**src/rtl/hbk_pkg.sv**
```systemverilog
package hbk_pkg;

  localparam int PwmSteps   = 4;
  localparam int KickTicks  = 60;
  localparam int PctFull    = 100;
  localparam int PctHalf    = 50;
  localparam int PctW       = 7;
  localparam int PhaseW     = $clog2(PwmSteps);
  localparam int DutyW      = $clog2(PwmSteps + 1);
  localparam int KickW      = (KickTicks < 2) ? 1 : $clog2(KickTicks + 1);
  localparam int ScaledW    = $clog2(PctFull * PwmSteps + PctHalf + 1);
  localparam int PaddrW     = 2;
  localparam int PdataW     = 32;

  localparam logic [PaddrW-1:0] AddrSpeedPercent = PaddrW'(0);
  localparam logic [PctW-1:0]   SpeedReset       = PctW'(PctFull);

  localparam logic FuncTick = 1'b0;
  localparam logic FuncSet  = 1'b1;

  typedef enum logic [1:0] {
    DirStop  = 2'd0,
    DirFwd   = 2'd1,
    DirRev   = 2'd2,
    DirBrake = 2'd3
  } dir_e;

  typedef struct packed {
    logic       func;
    logic [1:0] direction;
  } req_t;

  typedef struct packed {
    logic       pin_a;
    logic       pin_b;
    logic [1:0] current_direction;
  } rsp_t;

  // Stage handshake between the input register and the core.
  typedef struct packed {
    logic valid;
    req_t req;
  } stage_t;

  // Round pct (saturated at 100) to 0..PwmSteps: count the step thresholds
  // that pct*PwmSteps+50 reaches, each k*100.
  function automatic logic [DutyW-1:0] duty_from_pct(input logic [PctW-1:0] pct);
    logic [PctW-1:0]    sat;
    logic [ScaledW-1:0] scaled;
    logic [DutyW-1:0]   d;
    sat    = (pct > PctW'(PctFull)) ? PctW'(PctFull) : pct;
    scaled = ScaledW'(sat) * ScaledW'(PwmSteps) + ScaledW'(PctHalf);
    d      = '0;
    for (int k = 1; k <= PwmSteps; k++) begin
      if (scaled >= ScaledW'(PctFull * k)) begin
        d = d + DutyW'(1);
      end
    end
    return d;
  endfunction

endpackage

```
**src/rtl/h_bridge_pwm_kickstart_driver.sv**
```systemverilog
// H-bridge channel driver with software PWM and a full-power kickstart.
// Request channel (req_valid/req_ready, req): req.func selects a PWM tick
// or a set-direction command; req.direction is stop, forward, reverse or
// brake and only matters for a set. Each request gives exactly one result
// on the rsp channel (rsp_valid/rsp_ready, rsp): both pin levels and the
// direction held after the request.
// A request passes the input register, then the state update into the result
// register; rsp_valid rises once the core takes the request, and a stalled
// result delays that take. One request per cycle is sustained while the
// receiver takes results; the state registers update when a request is taken.
// If the receiver stalls, the result holds and one more request can sit
// in the input register; req_ready drops only when both are full.
// The APB port holds speed_percent at address 0 (reset 100); the derived
// PWM duty is registered from it and follows in the next cycle. Write only while idle.
// Reset (rst, synchronous) empties both registers and returns to stop,
// pins low, no kick pending, phase zero.
module h_bridge_pwm_kickstart_driver (
  input  logic                        clk,
  input  logic                        rst,
  input  logic                        req_valid,
  output logic                        req_ready,
  input  hbk_pkg::req_t               req,
  output logic                        rsp_valid,
  input  logic                        rsp_ready,
  output hbk_pkg::rsp_t               rsp,
  input  logic                        psel,
  input  logic                        penable,
  input  logic                        pwrite,
  input  logic [hbk_pkg::PaddrW-1:0]  paddr,
  input  logic [hbk_pkg::PdataW-1:0]  pwdata,
  output logic [hbk_pkg::PdataW-1:0]  prdata,
  output logic                        pready
);

  hbk_pkg::stage_t             stage;
  logic                        take;
  logic [hbk_pkg::DutyW-1:0]   duty;

  hbk_cfg u_cfg (
    .clk     (clk),
    .rst     (rst),
    .psel    (psel),
    .penable (penable),
    .pwrite  (pwrite),
    .paddr   (paddr),
    .pwdata  (pwdata),
    .prdata  (prdata),
    .pready  (pready),
    .duty    (duty)
  );

  hbk_in_stage u_in_stage (
    .clk       (clk),
    .rst       (rst),
    .req_valid (req_valid),
    .req_ready (req_ready),
    .req       (req),
    .take      (take),
    .stage     (stage)
  );

  hbk_core u_core (
    .clk       (clk),
    .rst       (rst),
    .stage     (stage),
    .take      (take),
    .duty      (duty),
    .rsp_valid (rsp_valid),
    .rsp_ready (rsp_ready),
    .rsp       (rsp)
  );

endmodule

```
**src/rtl/hbk_cfg.sv**
```systemverilog
module hbk_cfg (
  input  logic                          clk,
  input  logic                          rst,
  input  logic                          psel,
  input  logic                          penable,
  input  logic                          pwrite,
  input  logic [hbk_pkg::PaddrW-1:0]    paddr,
  input  logic [hbk_pkg::PdataW-1:0]    pwdata,
  output logic [hbk_pkg::PdataW-1:0]    prdata,
  output logic                          pready,
  output logic [hbk_pkg::DutyW-1:0]     duty
);

  logic [hbk_pkg::PctW-1:0] speed_percent;
  logic                     wr_en;

  assign pready = 1'b1;
  assign wr_en  = psel && penable && pwrite && (paddr == hbk_pkg::AddrSpeedPercent);

  always_ff @(posedge clk) begin
    if (rst) begin
      speed_percent <= hbk_pkg::SpeedReset;
      duty          <= hbk_pkg::duty_from_pct(hbk_pkg::SpeedReset);
    end else begin
      if (wr_en) begin
        speed_percent <= pwdata[hbk_pkg::PctW-1:0];
      end
      // duty is registered from speed_percent; writing only while idle is left to the user
      duty <= hbk_pkg::duty_from_pct(speed_percent);
    end
  end

  always_comb begin
    prdata = '0;
    if (paddr == hbk_pkg::AddrSpeedPercent) begin
      prdata = hbk_pkg::PdataW'(speed_percent);
    end
  end

endmodule

```
**src/rtl/hbk_in_stage.sv**
```systemverilog
module hbk_in_stage (
  input  logic            clk,
  input  logic            rst,
  input  logic            req_valid,
  output logic            req_ready,
  input  hbk_pkg::req_t   req,
  input  logic            take,
  output hbk_pkg::stage_t stage
);

  logic          held_valid;
  hbk_pkg::req_t held_req;

  assign req_ready   = !held_valid || take;
  assign stage.valid = held_valid;
  assign stage.req   = held_req;

  always_ff @(posedge clk) begin
    if (rst) begin
      held_valid <= 1'b0;
    end else if (req_ready) begin
      held_valid <= req_valid;
    end
  end

  always_ff @(posedge clk) begin
    if (req_valid && req_ready) begin
      held_req <= req;
    end
  end

endmodule

```
**src/rtl/hbk_core.sv**
```systemverilog
module hbk_core (
  input  logic                      clk,
  input  logic                      rst,
  input  hbk_pkg::stage_t           stage,
  output logic                      take,
  input  logic [hbk_pkg::DutyW-1:0] duty,
  output logic                      rsp_valid,
  input  logic                      rsp_ready,
  output hbk_pkg::rsp_t             rsp
);

  hbk_pkg::dir_e               held_direction, held_direction_next;
  logic [hbk_pkg::KickW-1:0]   kick_remaining, kick_remaining_next;
  logic [hbk_pkg::PhaseW-1:0]  pwm_phase, pwm_phase_next;
  logic                        pin_a, pin_a_next;
  logic                        pin_b, pin_b_next;
  logic                        on;
  logic                        spinning;
  hbk_pkg::dir_e               new_dir;

  assign take     = stage.valid && (!rsp_valid || rsp_ready);
  assign new_dir  = hbk_pkg::dir_e'(stage.req.direction);
  assign spinning = (held_direction == hbk_pkg::DirFwd) ||
                    (held_direction == hbk_pkg::DirRev);

  always_comb begin
    held_direction_next = held_direction;
    kick_remaining_next = kick_remaining;
    pwm_phase_next      = pwm_phase;
    pin_a_next          = pin_a;
    pin_b_next          = pin_b;
    on                  = 1'b0;
    if (stage.req.func == hbk_pkg::FuncSet) begin
      unique case (new_dir)
        hbk_pkg::DirFwd:   begin pin_a_next = 1'b1; pin_b_next = 1'b0; end
        hbk_pkg::DirRev:   begin pin_a_next = 1'b0; pin_b_next = 1'b1; end
        hbk_pkg::DirBrake: begin pin_a_next = 1'b1; pin_b_next = 1'b1; end
        default:           begin pin_a_next = 1'b0; pin_b_next = 1'b0; end
      endcase
      // entering a spin direction from anything else restarts kick and phase
      if ((new_dir == hbk_pkg::DirFwd || new_dir == hbk_pkg::DirRev) &&
          new_dir != held_direction) begin
        kick_remaining_next = hbk_pkg::KickW'(hbk_pkg::KickTicks);
        pwm_phase_next      = '0;
      end
      held_direction_next = new_dir;
    end else if (spinning) begin
      if (kick_remaining != '0) begin
        on                  = 1'b1;
        kick_remaining_next = kick_remaining - hbk_pkg::KickW'(1);
      end else begin
        on = hbk_pkg::DutyW'(pwm_phase) < duty;
      end
      if (held_direction == hbk_pkg::DirFwd) begin
        pin_a_next = on;
      end else begin
        pin_b_next = on;
      end
      if (pwm_phase == hbk_pkg::PhaseW'(hbk_pkg::PwmSteps - 1)) begin
        pwm_phase_next = '0;
      end else begin
        pwm_phase_next = pwm_phase + hbk_pkg::PhaseW'(1);
      end
    end
  end

  always_ff @(posedge clk) begin
    if (rst) begin
      held_direction <= hbk_pkg::DirStop;
      kick_remaining <= '0;
      pwm_phase      <= '0;
      pin_a          <= 1'b0;
      pin_b          <= 1'b0;
      rsp_valid      <= 1'b0;
    end else begin
      if (take) begin
        held_direction <= held_direction_next;
        kick_remaining <= kick_remaining_next;
        pwm_phase      <= pwm_phase_next;
        pin_a          <= pin_a_next;
        pin_b          <= pin_b_next;
        rsp_valid      <= 1'b1;
      end else if (rsp_ready) begin
        rsp_valid <= 1'b0;
      end
    end
  end

  always_ff @(posedge clk) begin
    if (take) begin
      rsp.pin_a             <= pin_a_next;
      rsp.pin_b             <= pin_b_next;
      rsp.current_direction <= held_direction_next;
    end
  end

endmodule

```
**config.mk**
```make
export PLATFORM = sky130hd
export DESIGN_NAME = h_bridge_pwm_kickstart_driver
export DESIGN_NICKNAME = d
export VERILOG_FILES = /design/src/rtl/hbk_pkg.sv /design/src/rtl/h_bridge_pwm_kickstart_driver.sv /design/src/rtl/hbk_cfg.sv /design/src/rtl/hbk_in_stage.sv /design/src/rtl/hbk_core.sv
export SDC_FILE = /design/constraint.sdc
export NUM_CORES = 1
export LEC_CHECK = 0
export ABC_AREA = 1
export BUFFER_PORTS_ARGS = -buffer_cell sky130_fd_sc_hd__buf_2
export CAP_MARGIN = 20
export CORE_MARGIN = 2
export CORE_UTILIZATION = 27
export CTS_CLUSTER_SIZE = 40
export DETAILED_ROUTE_END_ITERATION = 6
export GPL_TIMING_DRIVEN = 1
export PLACE_DENSITY = 0.58
export SETUP_SLACK_MARGIN = 0.05
export SLEW_MARGIN = 20
export SYNTH_ARGS = -nofsm -noshare
export SYNTH_HDL_FRONTEND = slang
export SYNTH_SLANG_ARGS = --single-unit
```
**constraint.sdc**
```tcl
create_clock -name clk -period 3.2 [get_ports clk]
set_input_delay 0.32 -clock clk [delete_from_list [all_inputs] [get_ports clk]]
set_output_delay 0.32 -clock clk [all_outputs]
set_load 0.01 [all_outputs]
```
==> results of run 1 <==
-- repair_timing --
| action | 4_1_cts | 5_1_grt |
|---|---|---|
| setup buffers | 0 | 0 |
| resized for setup | 0 | 7 |
| endpoints found under the setup margin | 0 | 2 |
-- through the flow --
step                hold slack (ps)  cell area (um^2)
floorplan                       419              2090
global placement                451              2150
detailed placement              462              2150
CTS                             208              2230
global route                    209              2260
finish                          217              2260
-- cell families (layout without fill, tap and decap cells) --
family                   count (synthesis)  count (layout)  synth area share, %
adder cells (fa/ha/maj)                 11              11                 6.89
AND/OR/NAND/NOR                        101             101                 22.4
AO/OA/AOI/OAI                           52              52                 14.9
other                                    2              26                0.376
flip-flops                              31              31                 34.6
buffers and inverters                   77              86                 19.6
XOR/XNOR                                 3               3                 1.32
-- power groups by stage --
| stage | combinational, W | clock, W | sequential [W] |
|---|---|---|---|
| 2_1_floorplan | 0.000134 | 0 | 0.000442 |
| 3_3_place_gp | 0.000143 | 0 | 0.000443 |
| 3_5_place_dp | 0.000146 | 0 | 0.000444 |
| 5_1_grt | 0.000172 | 0.000321 | 0.000438 |
| 4_1_cts | 0.000147 | 0.000306 | 0.000435 |
| 6_report | 0.000149 | 0.000297 | 0.000436 |
-- path summary, 6_finish.rpt --
kind,from,to,slack (ps),cells past startpoint
setup reg to reg,u_cfg.speed_percent[2],u_cfg.duty[1],370,22
hold reg to reg,u_core.kick_remaining[0],u_core.kick_remaining[0],470,2
setup / recovery,u_cfg.speed_percent[2],u_cfg.duty[1],370,22
hold / removal,req[2],u_in_stage.stage[2],220,1
-- registers in the layout, indices dropped and copies added (netlist names), 2 cells and up --
| register | cells |
|---|---|
| u_cfg.speed_percent | 7 |
| u_core.kick_remaining | 6 |
| u_core.rsp | 4 |
| u_cfg.duty | 3 |
| u_in_stage.stage | 3 |
| u_core.held_direction | 2 |
| u_core.pwm_phase | 2 |
-- metal layers --
layer | vias to the layer above | GRT usage (%)
met5 | - | 0
met4 | 0 | 4.49
met3 | 5 | 2.18
met2 | 32 | 16.0
met1 | 768 | 12.1
li1 | 902 | -
-- worst max-delay path, delay by kind of cell, from the launching register on --
family / cells / cell delay (ps)
buf+inv: 6 / 360
simple gates: 13 / 1250
flops: 1 / 350
fa+ha+maj: 3 / 760
-- Yosys cell counts, drive strengths merged --
cell    instances
conb            2
buf            28
nand4           4
nor3            4
edfxtp          7
o211ai          4
xnor2           1
o21ai          21
dfxtp          24
nand2          52
inv            47
clkbuf          2
ha             11
or2             1
xor2            2
nor2           20
a21oi          27
nand3          20
-- area by class of cell --
| type | count | share of cell area, % |
|---|---|---|
| clock inverter | 2 | 0.387 |
| multi-input combinational | 193 | 45.7 |
| timing repair buffer | 31 | 6.85 |
| inverter | 47 | 7.79 |
| sequential | 31 | 30.6 |
| tap | 99 | 5.47 |
| clock buffer | 6 | 3.21 |
==> results.ini, run 1 <==
[synth]
yosysWarningCount = 0
syn_area_um2 = 2000
avgSynthCellArea_um2 = 7.21
netlist_instances = 277
synth_area_leader_cell = dfxtp_1
yosysSeqAreaShare_pct = 34.6
netlist.area_leader.share_pct = 24.1
ys_ff_latch = 31
synthTopCellsByArea = dfxtp_1 24%, edfxtp_1 11%, buf_4 10%, nand2_1 9.0%, inv_1 8.3%
synth.distinct_cells = 27

[finish]
post-route-util_pct = 31.4
drive_gt1_share_pct = 19.4
fillCellCount = 795
final_common_cell = nand2_1
fin_cells = 409
seqCellArea_um2 = 692
n_antenna_cell = 0
nets = 364
area_growth_pct = 13.3
multiInputGateArea_um2 = 1030
most-common-layout-cells = 47 x nand2_1, 44 x inv_1, 31 x buf_2

[timing]
fmax_mhz = 354
finalSetupTns_ps = 0
slew_violations = 0
setup_violations = 0
finClkSkew_ps = 11.0
timing.final.crit_period_ps = 2830
rsz0062_at_grt = no
hold_viol = 0
worst_slack_ps = 373
post-route-period-util_pct = 88.3

[setup_path]
crit_type = flop to flop
critPathSlowestCell = dfxtp_1
crit_top_cell = inv_1
required_ps = 3380
critical_path.cell_chain = inv_2 -> nor2_2 -> nand3_1 -> nand2_2 -> nand2_2 -> inv_1 -> ha_4 -> inv_1 -> nand2_1 -> nand2_1 -> nor3_1 -> nor3_2 -> ha_1 -> inv_1 -> nand3_1 -> nand2_1 -> inv_1 -> ha_1 -> nor2_1 -> nor2_1 -> nand2_1 -> inv_1
crit_fanout = 6
startpoint_type = flop
crit_path_end_kind = flop
critical-path-max-stage-delay_ps = 350
arrival_ps = 3010

[power]
sequentialPowerShare_pct = 49.4
p_sw_share_pct = 29.1
ir_drop_uv = 130
power.leakage_nw = 1.10
p_sw_w = 0.000257
internal_power_w = 0.000624
combPwrFrac_pct = 16.9
pwr-share-clk_pct = 33.7
p_per_area_nw_per_um2 = 389
power_w = 0.000881

[clocking]
cts_tree = done
clock_sinks = 31
cts-root-buf = clkbuf_8
clk-insertion-delay-late_ps = 290
clk_path_buf_depth = 2
clk_pin_slew_ps = 60
cts_buffers = 5
htree_levels = 2
ctsHoldBuffers = 0

[drt]
drt-met1-wl_um = 1880
routed_wl_um = 3930
ant_nets = 0
route.detailed.drc = 0
num_vias = 1707
top_layer_used = met4
drt-initial-drc-count = 69
viasPerCell = 4.17
firstDrtPassIters = 4
wl_met2_um = 1860
wl_met3_um = 136
post_drt_wl_per_cell_um = 9.62

[flow_run]
maxCapViolCount = 0

[die]
io_pins = 83
initial_utilization_pct = 27.7
die_width_um = 90
die_area_um2 = 8100
core_area_um2 = 7210
die_y_um = 90
num_rows = 31

[grt]
grt_max_degree = 15
antenna_found_initial = 0
grt_pass1_wl_um = 6600
track_usage_pct = 9.70
grt_pass1_vias = 1549
gr-total-overflow = 0

[placement]
post-place-ws_ps = 269
placed_cells = 401
dpl.hpwl_um = 3030
place.gp.congestion = 0.752
portBuffers = 31

[hold_path]
min_path_type = input pin to flop

[status]
status = finished, final reports clean

No activity file was read; power rests on OpenSTA's default activity.
==> run 2: changes to the inputs <==
--- a/config.mk
+++ b/config.mk
@@ -6,14 +6,14 @@
 export NUM_CORES = 1
 export LEC_CHECK = 0
 export ABC_AREA = 1
-export BUFFER_PORTS_ARGS = -buffer_cell sky130_fd_sc_hd__buf_2
 export CAP_MARGIN = 20
 export CORE_MARGIN = 2
 export CORE_UTILIZATION = 27
 export CTS_CLUSTER_SIZE = 40
 export DETAILED_ROUTE_END_ITERATION = 6
+export DONT_BUFFER_PORTS = 1
 export GPL_TIMING_DRIVEN = 1
-export PLACE_DENSITY = 0.58
+export PLACE_DENSITY = 0.48
 export SETUP_SLACK_MARGIN = 0.05
 export SLEW_MARGIN = 20
 export SYNTH_ARGS = -nofsm -noshare
==> run 2 against run 1 <==
Cell area fell by 5.8%. Sequential share of layout area rose by 1.9 points. Combinational power fell by 14%. Clock power rose by 37%. Critical endpoint unchanged. Core utilization fell by 1.8 points. Non-clock buffer count fell by 31. Register-to-register slack improved by 20 ps. Wire length fell by 7.0%. Die area did not move. Worst setup slack improved by 22 ps. Sequential power barely moved. Worst hold slack got worse by 120 ps. Critical path type unchanged.
==> results.ini, run 2 (synthesis results as in run 1) <==
[status]
status = finished, final reports clean

[timing]
hold_viol = 0  ; unchanged
finClkSkew_ps = 6.12  ; -4.88 ps
fmax_mhz = 357  ; +0.79%
post-route-period-util_pct = 87.7  ; -0.69 points
setup_violations = 0  ; unchanged
finalSetupTns_ps = 0  ; unchanged
rsz0062_at_grt = no
slew_violations = 0  ; unchanged
timing.final.crit_period_ps = 2800  ; -22.2 ps

[hold_path]
holdPathStages = 1  ; unchanged
min_path_type = input pin to flop

[clocking]
clk_path_buf_depth = 2  ; unchanged
clk_pin_slew_ps = 70  ; about the same
clk-insertion-delay-late_ps = 280  ; about the same
cts_tree = done
cts_buffers = 5  ; unchanged
htree_levels = 2  ; unchanged
clock_sinks = 31  ; unchanged
cts-root-buf = clkbuf_8

[drt]
drt-initial-drc-count = 47  ; -32%
ant_nets = 0  ; unchanged
wl_met3_um = 141  ; +3.7%
num_vias = 1587  ; -7.0%
wl_met2_um = 1600  ; -14%
firstDrtPassIters = 4  ; unchanged
drt-met1-wl_um = 1840  ; -2.0%
routed_wl_um = 3660  ; -7.0%
top_layer_used = met4
route.detailed.drc = 0  ; unchanged
post_drt_wl_per_cell_um = 9.67  ; +0.61%
viasPerCell = 4.20  ; +0.59%

[power]
p_sw_share_pct = 26.4  ; -2.7 points
power_w = 0.000972  ; +10%
combPwrFrac_pct = 13.1  ; -3.8 points
p_sw_w = 0.000257  ; +0.15%
pwr-share-clk_pct = 41.8  ; +8.1 points
p_per_area_nw_per_um2 = 456  ; +17%
power.leakage_nw = 0.982  ; -11%
sequentialPowerShare_pct = 45.0  ; -4.4 points
internal_power_w = 0.000715  ; +15%
ir_drop_uv = 158  ; +21%

[setup_path]
crit_family = simple AND/OR/NAND/NOR gates
path_buf_inv = 8  ; +2
startpoint_type = flop
crit_type = flop to flop
required_ps = 3390  ; about the same
arrival_ps = 2990  ; -20 ps
crit_fanout = 6  ; unchanged
crit_path_end_kind = flop
critPathSlowestCell = dfxtp_1
worst-path-stages = 24  ; +9.1%
crit_top_cell = inv_1
worstRegToRegCells = 24  ; +9.1%
critical-path-max-stage-delay_ps = 340  ; about the same
critical_path.cell_chain = inv_2 -> nor2_2 -> nand3_1 -> nand2_2 -> nand2_2 -> inv_1 -> ha_2 -> inv_1 -> nand2_1 -> nand2_1 -> inv_2 -> o211ai_1 -> nand2_1 -> inv_1 -> ha_1 -> inv_1 -> nand3_1 -> nand2_1 -> inv_1 -> ha_1 -> nor2_1 -> nor2_1 -> nand2_1 -> inv_1

[grt]
grt_pass1_vias = 1445  ; -6.7%
gr-total-overflow = 0  ; unchanged
antenna_found_initial = 0  ; unchanged
grt_pass1_wl_um = 6320  ; -4.3%
grt_max_degree = 15  ; unchanged
track_usage_pct = 9.57  ; -0.13 points

[finish]
nets = 333  ; -8.5%
n_antenna_cell = 0  ; unchanged
final_common_cell = nand2_1
top_regs = u_cfg.speed_percent x7, u_core.kick_remaining x6, u_core.rsp x4
drive_gt1_share_pct = 11.5  ; -7.9 points
area_growth_pct = 6.77
largest_register = u_cfg.speed_percent
largest_reg_flops = 7  ; unchanged
most-common-layout-cells = 47 x nand2_1, 44 x inv_1, 26 x conb_1

[die]
num_rows = 31  ; unchanged
die_width_um = 90  ; unchanged
io_pins = 83  ; unchanged
core_area_um2 = 7210  ; unchanged
initial_utilization_pct = 27.7  ; unchanged
die_area_um2 = 8100  ; unchanged
die_y_um = 90  ; unchanged

[flow_run]
maxCapViolCount = 0  ; unchanged

[placement]
dpl.hpwl_um = 2800  ; -7.7%
place.gp.congestion = 0.759  ; +0.88%
portBuffers = 0  ; -100%

-- run 2: cell types whose count changed in the layout (fill, tap and decap cells not counted), sizes merged --
cell / before / now
clkinv: 2 / 1
bufinv: 0 / 1
buf: 31 / 0
-- run 2: what timing repair did --
action / CTS / global route
setup endpoints to repair: 0 / 1
setup buffers: 0 / 0
gates resized for setup: 0 / 6
hold buffers: 0 / 0
-- run 2: worst register-to-register path, cell delays in order, from the launching register on --
cell	delay [ps]
dfxtp_1	340
inv_2	80
nor2_2	100
nand3_1	100
nand2_2	110
nand2_2	80
inv_1	70
ha_2	190
inv_1	40
nand2_1	70
nand2_1	100
inv_2	100
o211ai_1	90
nand2_1	90
inv_1	40
ha_1	310
inv_1	70
nand3_1	120
nand2_1	90
inv_1	40
ha_1	260
nor2_1	100
nor2_1	40
nand2_1	50
inv_1	30
-- run 2: path summary, 6_finish.rpt --
| kind | slack, ps | start | endpoint |
|---|---|---|---|
| max | 400 | u_cfg.speed_percent[2] | u_cfg.duty[1] |
| min | 100 | rst | u_core.kick_remaining[0] |
| max reg2reg | 400 | u_cfg.speed_percent[2] | u_cfg.duty[1] |
| min reg2reg | 460 | u_core.kick_remaining[3] | u_core.kick_remaining[3] |
-- run 2: through the flow --
| step | worst slack, ps | util [%] | instances | hold WS [ps] | area, um^2 |
|---|---|---|---|---|---|
| finish | 395 | 29.6 | 378 | 100 | 2130 |
| global route | 44.1 | 29.6 | 378 | 88.7 | 2130 |
| CTS | 312 | 29.3 | 378 | 89.0 | 2110 |
| detailed placement | 331 | 27.7 | 370 | 395 | 2000 |
| global placement | 343 | 27.7 | 370 | 393 | 2000 |
| floorplan | 606 | - | 301 | 419 | 2090 |
-- run 2: per-layer routing --
layer  GRT usage [%]  vias up
li1                -      839
met1            12.6      711
met2            14.6       32
met3            2.43        5
met4            4.62        0
met5               0        -
-- run 2: final cells by class --
type                    instances  area [um^2]
fillers                       800         5080
multi-input cells             193         1020
flip-flops and latches         31          692
inverters                      47          176
well taps                      99          124
clock buffers                   6         82.6
clock inverters                 2         35.0
-- run 2: power by group through the flow --
stage	registers [W]	logic, W	clock network (W)
after CTS	0.000438	0.000127	0.000419
after detailed placement	0.000447	0.000127	0
after global placement	0.000447	0.000124	0
after global routing	0.000440	0.000151	0.000428
final	0.000438	0.000128	0.000407
after floorplan	0.000442	0.000134	0
==> run 3: changes to the inputs <==
--- a/config.mk
+++ b/config.mk
@@ -5,7 +5,6 @@
 export SDC_FILE = /design/constraint.sdc
 export NUM_CORES = 1
 export LEC_CHECK = 0
-export ABC_AREA = 1
 export CAP_MARGIN = 20
 export CORE_MARGIN = 2
 export CORE_UTILIZATION = 27
==> run 3 against run 2 <==
Count of clock-buffer cells in the layout grew 1. Worst setup slack got worse by 90 ps. Maximum frequency down 3.1%. Wire length is 1.1% higher. Synthesized cell count down 13%. Power down 9.3%. Combinational power fell by 20%. Synthesized area rose by 3.5%. Cell area is 1.6% higher. Sequential cell count is the same. Register-to-register slack got worse by 90 ps. Largest cell class unchanged.
==> results.ini, run 3 <==
[synth]
netlist_instances = 241  ; -13%
netlist.area_leader.share_pct = 23.2  ; -0.82 points
synth_common_cells = 27 x buf_4, 26 x nor2_1, 24 x dfxtp_1
yosysSeqAreaShare_pct = 33.4  ; -1.2 points
synth_top_flop_cell = dfxtp_1
synth_edf_count = 7  ; unchanged
avgSynthCellArea_um2 = 8.58  ; +19%
syn_area_um2 = 2070  ; +3.5%
yosysMostFrequentCell = buf_4
synthArstFlopShare_pct = 0  ; unchanged
ys_ff_latch = 31  ; unchanged
synthTopCellsByArea = dfxtp_1 23%, edfxtp_1 10%, buf_4 9.8%, ha_1 6.7%, nor2_1 4.7%
synth_area_leader_cell = dfxtp_1
yosysWarningCount = 0  ; unchanged
synth.distinct_cells = 49  ; +81%

[drt]
route.detailed.drc = 0  ; unchanged
firstDrtPassIters = 4  ; unchanged
num_vias = 1500  ; -5.5%
drt-initial-drc-count = 46  ; -2.1%
routed_wl_um = 3700  ; +1.1%
viasPerCell = 4.42  ; +5.4%
ant_nets = 0  ; unchanged
post_drt_wl_per_cell_um = 10.9  ; +13%

[clocking]
clock_sinks = 31  ; unchanged
cts-root-buf = clkbuf_8
cts_tree = done
cts_buffers = 5  ; unchanged
htree_levels = 2  ; unchanged
postCtsSetupBuffers = 0  ; unchanged
clk_path_buf_depth = 2  ; unchanged
clk_pin_slew_ps = 70  ; about the same
clk-insertion-delay-late_ps = 280  ; about the same

[timing]
post-route-period-util_pct = 90.4  ; +2.8 points
setup_violations = 0  ; unchanged
slew_violations = 0  ; unchanged
finClkSkew_ps = 11.0  ; +4.92 ps
holdWs_ps = 102  ; +2.03 ps
worst_pin_slew_ps = 565
timing.final.crit_period_ps = 2890  ; +89.5 ps
rsz0062_at_grt = no
maxSlewHeadroom_pct = 62.2
finalSetupTns_ps = 0  ; unchanged
hold_viol = 0  ; unchanged
fmax_mhz = 346  ; -3.1%

[hold_path]
holdPathStages = 1  ; unchanged
min_path_type = input pin to flop
min_to = u_core.pwm_phase[0]
min_from = rst

[die]
io_pins = 83  ; unchanged
core_area_um2 = 7330  ; +1.6%
die_y_um = 91.5  ; +1.7%
initial_utilization_pct = 28.2  ; +0.52 points
die_width_um = 91.5  ; +1.7%
num_rows = 31  ; unchanged
die_area_um2 = 8370  ; +3.3%

[setup_path]
crit_fanout = 11  ; +5
r2r-start = u_cfg.speed_percent[6]
crit_type = flop to flop
arrival_ps = 3080  ; +90 ps
worstRegToRegCells = 11  ; -54%
regToRegSetupSlack_ps = 310  ; -90 ps
r2r_end = u_cfg.duty[1]
startpoint_type = flop
required_ps = 3380  ; about the same
crit_path_end_kind = flop

[finish]
largest_reg_flops = 7  ; unchanged
multiInputGateArea_um2 = 1160  ; +13%
nets = 294  ; -12%
n_antenna_cell = 0  ; unchanged
area_growth_pct = 4.78
drive_gt1_share_pct = 9.17  ; -2.3 points
fillCellCount = 767  ; -4.1%
most-common-layout-cells = 26 x nor2_1, 26 x conb_1, 23 x dfxtp_1
largest_register = u_cfg.speed_percent
top_regs = u_cfg.speed_percent x7, u_core.kick_remaining x6, u_core.rsp x4
seqCellArea_um2 = 692  ; unchanged

[placement]
dpl.hpwl_um = 2740  ; -2.2%
place.gp.congestion = 0.724  ; -4.6%
portBuffers = 0  ; unchanged

[power]
pwr-share-clk_pct = 38.9  ; -2.9 points
power.leakage_nw = 0.942  ; -4.0%
combPwrFrac_pct = 11.7  ; -1.4 points
p_sw_share_pct = 25.8  ; -0.68 points
p_per_area_nw_per_um2 = 407  ; -11%
sequentialPowerShare_pct = 49.5  ; +4.5 points
internal_power_w = 0.000655  ; -8.4%
p_sw_w = 0.000227  ; -12%
ir_drop_uv = 168  ; +6.3%

[status]
status = finished, final reports clean

[flow_run]
maxCapViolCount = 0  ; unchanged

[grt]
grt_pass1_wl_um = 6270  ; -0.87%
track_usage_pct = 9.09  ; -0.48 points
grt_pass1_vias = 1365  ; -5.5%
gr-total-overflow = 0  ; unchanged
grt_max_degree = 27  ; +12
antenna_found_initial = 0  ; unchanged

run 3: cell count changes after synthesis, sizes merged, moves of 5 or more:
cell | before | now
a21oi | 27 | 19
nor3 | 4 | 9
and2 | 0 | 6
o21ai | 21 | 7
nand2b | 0 | 5
nor2 | 20 | 26
nand2 | 52 | 11
mux2i | 0 | 9
nand3 | 20 | 3
nor2b | 0 | 5
inv | 47 | 15
run 3: worst max path at each step:
| stage | from | endpoint | slack (ps) | depth (start not counted) |
|---|---|---|---|---|
| after global routing | u_cfg.speed_percent[6] | u_cfg.duty[1] | 100 | 11 |
| after floorplan | u_cfg.speed_percent[5] | u_cfg.duty[1] | 540 | 12 |
| final | u_cfg.speed_percent[6] | u_cfg.duty[1] | 310 | 11 |
| after detailed placement | u_cfg.speed_percent[6] | u_cfg.duty[1] | 220 | 11 |
| after CTS | u_cfg.speed_percent[6] | u_cfg.duty[2] | 170 | 11 |
| after global placement | u_cfg.speed_percent[6] | u_cfg.duty[2] | 190 | 11 |
run 3: area by class of cell:
class	instances	area share, %
inverter	15	2.60
sequential	31	31.9
tap	99	5.72
clock inverter	1	0.347
clock buffer	7	4.45
timing repair buffer	4	1.39
multi-input combinational	182	53.6
run 3: routing by layer:
| layer | share of wire (%) | track usage, % |
|---|---|---|
| met5 | 0 | 0 |
| met2 | 44 | 14.3 |
| met3 | 4.9 | 2.99 |
| met1 | 49 | 11.4 |
| met4 | 1.7 | 3.54 |
run 3: power groups by stage:
stage	clock network, W	registers (W)	logic (W)
2_1_floorplan	0	0.000438	0.000119
3_3_place_gp	0	0.000445	0.000102
3_5_place_dp	0	0.000445	0.000102
4_1_cts	0.000355	0.000437	0.000103
5_1_grt	0.000369	0.000439	0.000119
6_report	0.000343	0.000436	0.000103
run 3: what timing repair did:
action,4_1_cts,5_1_grt
endpoints found under the setup margin,0,2
gates resized for setup,0,2
hold buffers,0,0
hold endpoints to repair,0,0
run 3: logic make-up (layout without fill, tap and decap cells):
| group | Yosys count | count (layout) | synth area share, % |
|---|---|---|---|
| simple gates | 74 | 74 | 18.0 |
| other cells | 2 | 26 | 0.363 |
| xor+xnor | 8 | 8 | 3.39 |
| mux | 11 | 11 | 5.45 |
| compound gates | 52 | 52 | 17.8 |
| flops | 31 | 31 | 33.4 |
| buf+inv | 52 | 27 | 15.0 |
| fa+ha+maj | 11 | 11 | 6.66 |
run 3: stage by stage:
stage	instances	power [W]	worst slack, ps	cell area [um^2]	utilization, %
final	339	0.000882	306	2170	29.5
after CTS	339	0.000894	166	2160	29.5
after global placement	331	0.000547	186	2060	28.1
after detailed placement	331	0.000548	219	2060	28.1
after floorplan	265	0.000558	541	2160	-
after global routing	339	0.000927	97.8	2170	29.5
run 3: critical path, stage by stage (launching register included):
cell and delay (ps):
dfxtp_2 440, o211a_1 210, nor2_1 60, ha_2 400
nand2_1 100, a21o_1 180, a221oi_1 270, ha_1 320
xor2_1 200, ha_1 310, a21oi_1 40, a311oi_1 260
